File: src/rtl/tlvrse_pkg.sv
// shared constants, codes and controller/datapath interface types for the tlv record search engine
package tlvrse_pkg;

    localparam int STORE_DEPTH  = 1024;
    localparam int ADDR_W       = $clog2(STORE_DEPTH);
    localparam int FIELD_ADDR_W = 10;
    localparam int BYTE_W       = 8;
    localparam int MAX_LEN      = 256;
    // walk pointer holds any start address and any record advance
    localparam int WALK_SPAN    = (STORE_DEPTH + MAX_LEN > (1 << FIELD_ADDR_W)) ?
                                  (STORE_DEPTH + MAX_LEN) : (1 << FIELD_ADDR_W);
    localparam int WALK_W       = $clog2(WALK_SPAN);
    localparam int HDR_LEN      = 4;

    localparam logic [BYTE_W-1:0] ERASED_BYTE = 8'hFF;

    // stream packing
    localparam int OP_W        = 2;
    localparam int STATUS_W    = 2;
    localparam int ADDR_LSB    = 0;
    localparam int WDATA_LSB   = ADDR_LSB + FIELD_ADDR_W;
    localparam int MARK_LSB    = WDATA_LSB + BYTE_W;
    localparam int TYPE_LSB    = MARK_LSB + BYTE_W;
    localparam int KEY_LSB     = TYPE_LSB + BYTE_W;
    localparam int CNT_LSB     = KEY_LSB + BYTE_W;
    localparam int S_FIELDS_W  = CNT_LSB + BYTE_W;
    localparam int S_TDATA_W   = ((S_FIELDS_W + 7) / 8) * 8;
    localparam int S_TUSER_W   = OP_W;
    localparam int M_TDATA_W   = ((FIELD_ADDR_W + 7) / 8) * 8;
    localparam int M_TUSER_W   = STATUS_W;

    // opcodes
    localparam logic [OP_W-1:0] OP_WRITE  = 2'd0;
    localparam logic [OP_W-1:0] OP_RECORD = 2'd1;
    localparam logic [OP_W-1:0] OP_VALUE  = 2'd2;
    localparam logic [OP_W-1:0] OP_SPARE  = 2'd3;

    // result status
    localparam logic [STATUS_W-1:0] ST_WRITTEN   = 2'd0;
    localparam logic [STATUS_W-1:0] ST_FOUND     = 2'd1;
    localparam logic [STATUS_W-1:0] ST_NOT_FOUND = 2'd2;
    localparam logic [STATUS_W-1:0] ST_PAST_END  = 2'd3;

    typedef struct packed {
        logic                load;
        logic                rd_en;
        logic                wr_en;
        logic                clr_en;
        logic                next_rec;
        logic                ld_len;
        logic                ld_tok;
        logic                cnt_dec;
        logic                set_res;
        logic [STATUS_W-1:0] res_status;
        logic                res_loc;
        logic                post;
    } t_cmd;

    typedef struct packed {
        logic [OP_W-1:0] op;
        logic            mark_eq;
        logic            key_eq;
        logic            type_ok;
        logic            rec_out;
        logic            hdr_short;
        logic            pay_out;
        logic            ptr_out;
        logic            cnt_zero;
        logic            clr_last;
        logic            out_free;
    } t_sts;

endpackage

File: src/rtl/tlvrse_ctrl.sv
// controller: sequences the clearing sweep, record walk, value scan and result hand-off
module tlvrse_ctrl (
    input  logic             i_clk,
    input  logic             i_rst_n,
    input  logic             i_valid,
    output logic             o_ready,
    input  tlvrse_pkg::t_sts i_sts,
    output tlvrse_pkg::t_cmd o_cmd
);
    import tlvrse_pkg::*;

    localparam logic [3:0] S_CLEAR    = 4'd0;
    localparam logic [3:0] S_IDLE     = 4'd1;
    localparam logic [3:0] S_DISPATCH = 4'd2;
    localparam logic [3:0] S_RS_HEAD  = 4'd3;
    localparam logic [3:0] S_RS_TAIL  = 4'd4;
    localparam logic [3:0] S_RS_MARK  = 4'd5;
    localparam logic [3:0] S_RS_LEN   = 4'd6;
    localparam logic [3:0] S_RS_TYPE  = 4'd7;
    localparam logic [3:0] S_RS_KEY   = 4'd8;
    localparam logic [3:0] S_VS_START = 4'd9;
    localparam logic [3:0] S_VS_CMP   = 4'd10;
    localparam logic [3:0] S_DONE     = 4'd11;

    logic [3:0] r_state;
    logic [3:0] n_state;

    always_ff @(posedge i_clk) begin
        if (!i_rst_n) begin
            r_state <= S_CLEAR;
        end else begin
            r_state <= n_state;
        end
    end

    assign o_ready = (r_state == S_IDLE);

    always_comb begin
        n_state = r_state;
        o_cmd   = '0;
        unique case (r_state)
            S_CLEAR: begin
                o_cmd.clr_en = 1'b1;
                if (i_sts.clr_last) begin
                    n_state = S_IDLE;
                end
            end
            S_IDLE: begin
                if (i_valid) begin
                    o_cmd.load = 1'b1;
                    n_state    = S_DISPATCH;
                end
            end
            S_DISPATCH: begin
                unique case (i_sts.op)
                    OP_WRITE: begin
                        o_cmd.set_res = 1'b1;
                        if (i_sts.ptr_out) begin
                            o_cmd.res_status = ST_PAST_END;
                        end else begin
                            o_cmd.wr_en      = 1'b1;
                            o_cmd.res_status = ST_WRITTEN;
                        end
                        n_state = S_DONE;
                    end
                    OP_RECORD: n_state = S_RS_HEAD;
                    OP_VALUE:  n_state = S_VS_START;
                    default: begin
                        o_cmd.set_res    = 1'b1;
                        o_cmd.res_status = ST_NOT_FOUND;
                        n_state          = S_DONE;
                    end
                endcase
            end
            S_RS_HEAD: begin
                if (i_sts.rec_out) begin
                    o_cmd.set_res    = 1'b1;
                    o_cmd.res_status = ST_PAST_END;
                    n_state          = S_DONE;
                end else begin
                    o_cmd.rd_en = 1'b1;
                    n_state     = i_sts.hdr_short ? S_RS_TAIL : S_RS_MARK;
                end
            end
            S_RS_TAIL: begin
                o_cmd.set_res    = 1'b1;
                o_cmd.res_status = i_sts.mark_eq ? ST_PAST_END : ST_NOT_FOUND;
                n_state          = S_DONE;
            end
            S_RS_MARK: begin
                if (!i_sts.mark_eq) begin
                    o_cmd.set_res    = 1'b1;
                    o_cmd.res_status = ST_NOT_FOUND;
                    n_state          = S_DONE;
                end else begin
                    o_cmd.rd_en = 1'b1;
                    n_state     = S_RS_LEN;
                end
            end
            S_RS_LEN: begin
                o_cmd.ld_len = 1'b1;
                o_cmd.rd_en  = 1'b1;
                n_state      = S_RS_TYPE;
            end
            S_RS_TYPE: begin
                o_cmd.ld_tok = 1'b1;
                o_cmd.rd_en  = 1'b1;
                n_state      = S_RS_KEY;
            end
            S_RS_KEY: begin
                if (i_sts.type_ok && i_sts.key_eq) begin
                    o_cmd.set_res = 1'b1;
                    if (i_sts.pay_out) begin
                        o_cmd.res_status = ST_PAST_END;
                    end else begin
                        o_cmd.res_status = ST_FOUND;
                        o_cmd.res_loc    = 1'b1;
                    end
                    n_state = S_DONE;
                end else begin
                    o_cmd.next_rec = 1'b1;
                    n_state        = S_RS_HEAD;
                end
            end
            S_VS_START: begin
                if (i_sts.cnt_zero) begin
                    o_cmd.set_res    = 1'b1;
                    o_cmd.res_status = ST_NOT_FOUND;
                    n_state          = S_DONE;
                end else if (i_sts.ptr_out) begin
                    o_cmd.set_res    = 1'b1;
                    o_cmd.res_status = ST_PAST_END;
                    n_state          = S_DONE;
                end else begin
                    o_cmd.rd_en   = 1'b1;
                    o_cmd.cnt_dec = 1'b1;
                    n_state       = S_VS_CMP;
                end
            end
            S_VS_CMP: begin
                // byte read last cycle is checked before the next one is fetched
                if (i_sts.key_eq) begin
                    o_cmd.set_res    = 1'b1;
                    o_cmd.res_status = ST_FOUND;
                    n_state          = S_DONE;
                end else if (i_sts.cnt_zero) begin
                    o_cmd.set_res    = 1'b1;
                    o_cmd.res_status = ST_NOT_FOUND;
                    n_state          = S_DONE;
                end else if (i_sts.ptr_out) begin
                    o_cmd.set_res    = 1'b1;
                    o_cmd.res_status = ST_PAST_END;
                    n_state          = S_DONE;
                end else begin
                    o_cmd.rd_en   = 1'b1;
                    o_cmd.cnt_dec = 1'b1;
                end
            end
            S_DONE: begin
                if (i_sts.out_free) begin
                    o_cmd.post = 1'b1;
                    n_state    = S_IDLE;
                end
            end
            default: begin
                n_state = S_IDLE;
            end
        endcase
    end

`ifndef NO_ASSERTIONS
    a_post_free: assert property (@(posedge i_clk) disable iff (!i_rst_n)
        o_cmd.post |-> i_sts.out_free)
        else $error("result posted into an occupied output register");
    a_read_in_store: assert property (@(posedge i_clk) disable iff (!i_rst_n)
        o_cmd.rd_en |-> !i_sts.ptr_out)
        else $error("store read beyond its end");
    a_write_in_store: assert property (@(posedge i_clk) disable iff (!i_rst_n)
        o_cmd.wr_en |-> (!i_sts.ptr_out && !o_cmd.clr_en))
        else $error("store write beyond its end or during clearing");
    a_load_goes_dispatch: assert property (@(posedge i_clk) disable iff (!i_rst_n)
        o_cmd.load |=> (r_state == S_DISPATCH))
        else $error("accepted item not dispatched");
`endif

endmodule
File: config.mk
export PLATFORM = sky130hd
export DESIGN_NAME = tlvrse_ctrl
export DESIGN_NICKNAME = d
export VERILOG_FILES = /design/src/rtl/tlvrse_pkg.sv /design/src/rtl/tlvrse_ctrl.sv
export SDC_FILE = /design/constraint.sdc
export NUM_CORES = 1
export LEC_CHECK = 0
export BUFFER_PORTS_ARGS = -buffer_cell sky130_fd_sc_hd__buf_2
export CORE_MARGIN = 8
export CORE_UTILIZATION = 50
export DETAILED_ROUTE_END_ITERATION = 12
export PLACE_DENSITY = 0.93
export SLEW_MARGIN = 15
export SYNTH_ARGS = -nofsm -noshare
export SYNTH_HDL_FRONTEND = slang
export SYNTH_SLANG_ARGS = --single-unit
File: constraint.sdc
create_clock -name i_clk -period 2.8 [get_ports i_clk]
set_clock_uncertainty 0.15 [all_clocks]
set_input_delay 0.14 -clock i_clk [delete_from_list [all_inputs] [get_ports i_clk]]
set_output_delay 0.14 -clock i_clk [all_outputs]
set_load 0.02 [all_outputs]
==> summary.md, run 1 <==
| Metric | Value |
|---|---|
| Die height | 53.3 um |
| H-tree depth | 1 |
| Cts bufs inserted | 3 |
| Cell Area, Synth | 694 sq um |
| Power Dens Cells | 272 nW/um^2 |
| # IOs | 29 |
| Maxcap violations | 0 |
| Routability cong. | 0.904 |
| Vias | 894 |
| Initial DRC count | 54 |
| Netlist cell types | 37 |
| Nets@finish | 149 |
| WL final | 2150 um |
| Vias in the first global route | 749 |
| Critical path data arrival time | 2040 ps |
| I/O Buffers | 28 |
| Final setup fails | 0 |
| First-pass GRT wire length | 3190 um |
| Final setup TNS | 0 ps |
| Setup Crit Path Kind | register to output port |
| Crit path max fanout | 16 |
| Net switching power | 85.9 uW |
| Clock Power Share | 32.4% |
| Post-synthesis sequential area ratio | 11.5% |
| Setup bufs post-CTS | 0 |
| Layout cells sized above 1 | 32.0% |
| Vias per cell | 6.25 |
| Comb pwr share | 36.6% |
| Startpoint Class | register |
| Post-cts sizing count | 0 |
| Reg2reg end | r_state[0] |
| Worst setup endpoint | o_cmd[4] |
| Drt first pass iters | 4 |
| Final WS setup | 474 ps |
| Utilization after layout | 64.1% |
| Worst Path Required | 2510 ps |
| DIE AREA | 2840 sq um |
| FF-to-FF path depth | 5 |
| Critical Path Start | r_state[2] |
| TritonCTS clock tree | yes |
| Switching share of total power | 37.8% |
| Top Registers | r_state x4 |
| P_int | 141 uW |
| Flop pwr share | 31.1% |
| Die Wd | 53.3 um |
| R2R Setup Slk | 840 ps |
| Commonest non-fill, non-tap cell in the layout | buf_2 |
| Site Rows | 13 |
| R2R Path Start | r_state[1] |
| Status | complete, no violations |
| Antenna Cells | 0 |
| DP HPWL | 1620 um |
| Dpl ws | 804 ps |
| Max_slew headroom | 50.3% |
| Critical path endpoint category | output port |
| Max reg flops | 4 |
| Worst Tran Pin Value | 744 ps |
| Antenna Violating Nets Remaining | 0 |
| Hold Crit Class | input pin to register |
| DRC errors left | 0 |
| Clk slew on worst S/H paths | 40 ps |
| Final hold slack | 10.1 ps |
| Avg Cell Area, Syn | 6.81 sq um |
| Top reg by flops | r_state |
| CORE AREA | 1300 sq um |
| Final hold violations | 0 |
| Unrepaired setup endpoints after global routing | no |
| Register bit total from synthesis | 4 |
| Most frequent cells in the layout | buf_2 (28), nand2_1 (9), a21oi_1 (9) |
| Clock buffer depth | 2 |
| FILL cells | 117 |
| Hold buffer count at cts | 0 |
| CTS Sinks | 4 |
| P&R area growth vs syn | 20.2% |
| Worst-Skew Late Latency | 240 ps |
| Syn Nets | 121 |
| Fmax | 0.430 GHz |
| Max rail drop VDD | 0.174 mV |
| Post-synthesis instance total | 102 |
| Initial Utilization | 53.4% |
| Clock Tree Root | clkbuf_4 |
| Drt wl/cell | 15.0 um |
| Max-slew violation count | 0 |
| All-Layer GR Usage | 14.4% |
| GRT Residual Overflow | 0 |
| Yosys warnings | 0 |
| Initial antenna violation count | 0 |
| Largest net degree at the start of global routing | 26 |
| Final min period | 2330 ps |
| Fin crit share | 83.1% |
| LEAKAGE | 0.391 nW |
[metal layers]
metal,global-route usage (%),share of wire [%],vias up
met4,3.78,0.093,0
met3,3.36,10,2
li1,-,-,431
met1,17.2,40,396
met5,0,0,-
met2,24.8,50,65
[stage by stage]
step / cell area [sq um] / instances / power [mW]
global route: 835 / 143 / 0.241
floorplan: 694 / 102 / 0.124
CTS: 835 / 143 / 0.224
finish: 835 / 143 / 0.227
detailed placement: 812 / 140 / 0.152
global placement: 812 / 140 / 0.149
[Yosys cell counts]
master	instances	area share (%)
nor3b_1	2	2.2
and4bb_2	1	1.8
o22ai_2	1	1.8
ha_1	4	7.2
a2111oi_0	1	1.3
inv_1	5	2.7
nor2b_2	1	1.3
inv_2	2	1.1
nor2b_1	1	0.90
nor3_2	1	1.4
buf_2	3	2.2
or2_0	1	0.90
nand2b_1	3	2.7
buf_6	3	4.9
nand3b_1	1	1.1
o22ai_1	4	3.6
or2_1	1	0.90
a211o_1	1	1.3
o32ai_1	1	1.3
a21oi_1	9	6.5
a21oi_2	1	1.3
dfxtp_1	4	12
o21bai_1	1	1.1
o21ai_1	1	0.72
nand2_1	9	4.9
nor3_1	7	5.0
and2b_1	2	2.2
nor2_1	8	4.3
a31oi_1	2	1.8
o21ai_0	5	3.6
a32oi_2	1	2.3
nor4_1	5	4.5
and2_1	1	0.90
nand3_1	4	2.9
a2111oi_2	1	2.2
or3_1	3	2.7
o2111ai_1	1	1.3
[cell families after synthesis]
group / after synthesis / share of synthesized area [%]
adder cells (fa/ha/maj): 4 / 7.21
buffers and inverters: 13 / 10.8
AO/OA/AOI/OAI: 30 / 29.9
AND/OR/NAND/NOR: 51 / 40.5
flip-flops: 4 / 11.5
[final cells by class]
class	instances	area, sq um	area share [%]
inverters	7	26.3	3.15
well taps	15	18.8	2.25
flip-flops and latches	4	80.1	9.60
multi-input cells	85	539	64.6
repair buffers	29	148	17.7
clock buffers	3	22.5	2.70
[power by group through the flow]
stage          Sequential, mW  Clock, mW  Combinational (mW)
6_report               0.0706     0.0736              0.0831
3_5_place_dp           0.0707          0              0.0810
3_3_place_gp           0.0706          0              0.0788
4_1_cts                0.0700     0.0725              0.0818
2_1_floorplan          0.0634          0              0.0610
5_1_grt                0.0712     0.0805              0.0891
[worst min-delay path by stage]
| stage | from | slack (ps) | cells after the start | endpoint |
|---|---|---|---|---|
| 2_1_floorplan | i_sts[1] | 140 | 2 | r_state[0] |
| 3_3_place_gp | i_sts[1] | 250 | 3 | r_state[0] |
| 3_5_place_dp | i_sts[1] | 260 | 3 | r_state[0] |
| 4_1_cts | i_sts[1] | 10 | 3 | r_state[0] |
| 5_1_grt | i_sts[1] | 40 | 3 | r_state[0] |
| 6_report | i_sts[1] | 10 | 3 | r_state[0] |
[worst max-delay path: stages (launching register included)]
cell	delay, ps
dfxtp_1	630
nor2b_2	160
a32oi_2	300
o22ai_2	140
or3_1	400
buf_2	170
(Power assumes the default switching activity.)
==> run 2, diff against run 1 <==
CORE_UTILIZATION = 47   (was 50)
PLACE_DENSITY = 0.89   (was 0.93)
clock period = 2.25 ns   (was 2.8 ns; I/O delays follow)
==> run 2 against run 1 <==
Effect of this change:
- global-route usage increased by 1.0 points
- routed wire length rose by 2.4%
- critical path depth is the same
- utilization shrank 4.5 points
- via count rose by 2.7%
- sequential share of layout area is 0.19 points higher
- first-iteration DRC count increased by 22%
- clock-buffer cell count did not move
- worst hold slack better by 32 ps
- largest cell class unchanged
- highest routed layer unchanged
==> summary.md, run 2 (synthesized netlist as in run 1, its figures left out) <==
| Metric | Value |
|---|---|
| DIE AREA | 2960 sq um |
| Status | complete, no violations |
| Final setup TNS | 0 ps |
| TritonCTS clock tree | yes |
| All-Layer GR Usage | 15.4% |
| Initial DRC count | 66 |
| Top reg by flops | r_state |
| Final hold slack | 41.7 ps |
| Most frequent cells in the layout | buf_2 (28), nand2_1 (9), a21oi_1 (9) |
| Setup bufs post-CTS | 0 |
| Slowest-stage cell, CP | dfxtp_1 |
| Max_slew headroom | 68.1% |
| Crit path max fanout | 13 |
| Dpl ws | 300 ps |
| Initial Utilization | 48.3% |
| DP HPWL | 1770 um |
| P&R area growth vs syn | 23.4% |
| WL final | 2200 um |
| Unrepaired setup endpoints after global routing | no |
| Die Wd | 54.4 um |
| Max rail drop VDD | 0.337 mV |
| I/O Buffers | 28 |
| Final setup fails | 0 |
| DRC errors left | 0 |
| Maxcap violations | 0 |
| Hold depth | 3 |
| First-pass GRT wire length | 3620 um |
| Power Dens Cells | 331 nW/um^2 |
| Clk slew on worst S/H paths | 40 ps |
| Final min period | 2160 ps |
| Antenna Cells | 0 |
| Routability cong. | 0.926 |
| Die height | 54.4 um |
| Drt first pass iters | 6 |
| Max-slew violation count | 0 |
| Fin crit share | 96.0% |
| Vias per cell | 6.29 |
| H-tree depth | 1 |
| Utilization after layout | 59.7% |
| Reg2reg end | r_state[0] |
| R2R Setup Slk | 490 ps |
| Initial antenna violation count | 0 |
| Startpoint Class | register |
| Worst Path Required | 1990 ps |
| Cts bufs inserted | 3 |
| Final Non-Filler Cells | 146 |
| Crit path buffers/inverters | 1 |
| GRT Residual Overflow | 0 |
| R2R Path Start | r_state[1] |
| Layout cells sized above 1 | 34.6% |
| CORE AREA | 1440 sq um |
| Vias | 918 |
| # IOs | 29 |
| Site Rows | 14 |
| CTS Sinks | 4 |
| Worst-Skew Late Latency | 240 ps |
| Drt wl/cell | 15.1 um |
| Top Registers | r_state x4 |
| Worst Tran Pin Value | 474 ps |
| Max stage delay on crit path | 600 ps |
| Hold EP | r_state[0] |
| Critical path endpoint category | output port |
| Critical path cell sequence | nand2_1 > a32oi_2 > o22ai_2 > or3_1 > buf_2 |
| LEAKAGE | 0.402 nW |
| Largest net degree at the start of global routing | 20 |
| FF-to-FF path depth | 5 |
| Crit-path leading delay family | flip-flops |
| Max reg flops | 4 |
| Final hold violations | 0 |
| Hold Crit Class | input pin to register |
| HP Start | i_rst_n |
| Clock buffer depth | 2 |
| Nets@finish | 151 |
| DP Cell Count | 142 |
| Commonest non-fill, non-tap cell in the layout | buf_2 |
| Antenna Violating Nets Remaining | 0 |
| Clock Tree Root | clkbuf_4 |
| Final WS setup | 89.6 ps |
| Critical path data arrival time | 1900 ps |
| Setup Crit Path Kind | register to output port |
| Vias in the first global route | 823 |
| Fmax | 0.463 GHz |
-- run 2: power by group --
group | total (mW) | switching, mW | internal [mW]
Sequential | 0.0865 | 0.0119 | 0.0746
Clock | 0.0906 | 0.0308 | 0.0598
Combinational | 0.107 | 0.0632 | 0.0434
-- run 2: worst max path at each step --
stage | from | endpoint | slack [ps] | depth (start not counted)
after CTS | r_state[1] | o_cmd[4] | 40 | 5
after global routing | r_state[0] | o_cmd[4] | 20 | 5
after global placement | r_state[1] | o_cmd[4] | 380 | 5
final | r_state[0] | o_cmd[4] | 90 | 5
after floorplan | r_state[3] | o_cmd[12] | 240 | 4
after detailed placement | r_state[1] | o_cmd[4] | 300 | 5
-- run 2: per-layer routing --
| layer | global-route usage (%) | up-vias | routed length (um) |
|---|---|---|---|
| met1 | 18.5 | 406 | 854 |
| met5 | 0 | - | 0 |
| li1 | - | 434 | - |
| met3 | 4.35 | 12 | 221 |
| met4 | 4.10 | 0 | 70 |
| met2 | 26.1 | 66 | 1050 |
-- run 2: repair_timing --
item / 4_1_cts / 5_1_grt
endpoints found under the hold margin: 1 / 0
gates resized for setup: 0 / 3
hold buffers: 1 / 0
setup endpoints to repair: 0 / 3
-- run 2: tightest hold or removal path, cell delays in order --
cell and delay [ps]:
buf_2 90, inv_1 120, a2111oi_2 50
-- run 2: through the flow --
stage / area [sq um] / power [mW]
global route: 857 / 0.303
floorplan: 694 / 0.155
CTS: 853 / 0.284
detailed placement: 821 / 0.190
global placement: 821 / 0.187
finish: 857 / 0.284
-- run 2: cell type report --
class | instances | area (sq um)
multi-input cells | 85 | 539
repair buffers | 31 | 165
fillers | 142 | 579
clock buffers | 3 | 22.5
well taps | 16 | 20.0
inverters | 7 | 26.3
flip-flops and latches | 4 | 83.8
==> run 3, diff against run 2 <==
BUFFER_PORTS_ARGS = not set   (was -buffer_cell sky130_fd_sc_hd__buf_2)
CORE_AREA = 8 8 45 47   (was not set)
CORE_MARGIN = not set   (was 8)
CORE_UTILIZATION = not set   (was 47)
DIE_AREA = 0 0 53 55   (was not set)
DONT_BUFFER_PORTS = 1   (was not set)
MAX_ROUTING_LAYER = met4   (was not set)
PLACE_DENSITY = 0.77   (was 0.89)
SKIP_CTS_REPAIR_TIMING = 1   (was not set)
==> run 3 against run 2 <==
Effect of this change:
- the run now ends with negative hold slack left
- final cell count down 14%
- critical path depth unchanged
- clock power up 0.8%
- largest power group is now the clock network
==> summary.md, run 3 (synthesized netlist as in run 1, its figures left out) <==
| Metric | Value |
|---|---|
| Status | finished, violations left |
| Failing checks | negative hold slack |
| Max reg flops | 4 |
| DP HPWL | 1640 um |
| Die Wd | 53 um |
| H-tree depth | 1 |
| Layout cells sized above 1 | 19.3% |
| Fin crit share | 96.8% |
| # IOs | 29 |
| DRC errors left | 0 |
| Max-slew violation count | 0 |
| Crit path max fanout | 14 |
| Area occupied by registers | 81.3 sq um |
| CORE AREA | 1380 sq um |
| Clock Tree Root | clkbuf_4 |
| Die height | 55 um |
| Final min period | 2180 ps |
| All-Layer GR Usage | 15.8% |
| Utilization after layout | 55.6% |
| Most frequent cells in the layout | nand2_1 (9), a21oi_1 (9), nor2_1 (8), buf_4 (8), nor3_1 (7) |
| Final WS setup | 72.7 ps |
| Maxcap violations | 0 |
| FILL cells | 126 |
| Antenna Cells | 0 |
| DP Cell Count | 120 |
| Site Rows | 14 |
| Multi-input gate area | 539 sq um |
| Largest net degree at the start of global routing | 17 |
| Unrepaired setup endpoints after global routing | no |
| WL final | 2140 um |
| Critical path data arrival time | 1910 ps |
| DIE AREA | 2920 sq um |
| Drt wl/cell | 17.1 um |
| Hold Crit Class | input pin to register |
| P&R area growth vs syn | 10.8% |
| Final hold slack | -4.27 ps |
| Cts bufs inserted | 3 |
| Final setup fails | 0 |
| I/O Buffers | 0 |
| Max_slew headroom | 57.9% |
| Initial Utilization | 50.2% |
| CTS Sinks | 4 |
| Dpl ws | 359 ps |
| Routability cong. | 0.985 |
| Vias per cell | 6.68 |
| Vias in the first global route | 775 |
| Antenna Violating Nets Remaining | 0 |
| Max rail drop VDD | 0.103 mV |
| Fmax | 0.459 GHz |
| Power Dens Cells | 349 nW/um^2 |
| Worst Path Required | 1990 ps |
| Critical path endpoint category | output port |
| Final setup TNS | 0 ps |
| GRT Residual Overflow | 0 |
| Vias | 835 |
| TritonCTS clock tree | yes |
| Final Non-Filler Cells | 125 |
| Startpoint Class | register |
| Clk slew on worst S/H paths | 40 ps |
| Initial antenna violation count | 0 |
| LEAKAGE | 0.307 nW |
| Final hold violations | 1 |
| Worst-Skew Late Latency | 240 ps |
| Initial DRC count | 52 |
| Clock buffer depth | 2 |
| Top Registers | r_state x4 |
| Setup Crit Path Kind | register to output port |
| Worst Tran Pin Value | 627 ps |
| Nets@finish | 130 |
| First-pass GRT wire length | 3470 um |
| Drt first pass iters | 4 |
| Top reg by flops | r_state |
==> run 3: routing by layer <==
layer / vias up / global-route usage (%) / share of wire [%] / routed length (um)
li1: 391 / - / - / -
met1: 388 / 19.2 / 42 / 908
met2: 49 / 24.4 / 47 / 1010
met3: 7 / 2.67 / 8.7 / 185
met4: 0 / 8.19 / 1.6 / 34
met5: - / - / 0 / 0
==> run 3: final timing paths <==
| path | start | to | slack (ps) | cells past startpoint |
|---|---|---|---|---|
| worst max-delay path | r_state[0] | o_cmd[4] | 70 | 5 |
| worst min-delay path | i_sts[6] | r_state[2] | -4 | 3 |
| worst max register to register | r_state[1] | r_state[0] | 400 | 5 |
| worst min register to register | r_state[3] | r_state[1] | 580 | 2 |
==> run 3: metrics by stage <==
stage	power (mW)	cell area [sq um]
6_report	0.268	769
5_1_grt	0.284	769
4_1_cts	0.266	748
3_5_place_dp	0.174	726
3_3_place_gp	0.171	726
2_1_floorplan	0.155	694
==> run 3: critical path: stages (launching register included) <==
cell	delay, ps
dfxtp_1	650
buf_4	260
nor2_1	70
nand2_1	160
o22ai_1	90
or3_1	440
==> run 3: where the power goes <==
group | switching, mW | internal [mW] | leakage, nW
logic | 0.0533 | 0.0369 | 0.260
registers | 0.0124 | 0.0743 | 0.0331
clock network | 0.0315 | 0.0598 | 0.0138
total | 0.0972 | 0.171 | 0.307
==> run 3: layout make-up <==
class | count | area share, %
Multi-Input combinational cell | 85 | 70.1
Inverter | 7 | 3.41
Clock buffer | 3 | 2.93
Tap cell | 16 | 2.60
Timing Repair Buffer | 10 | 10.4
Sequential cell | 4 | 10.6
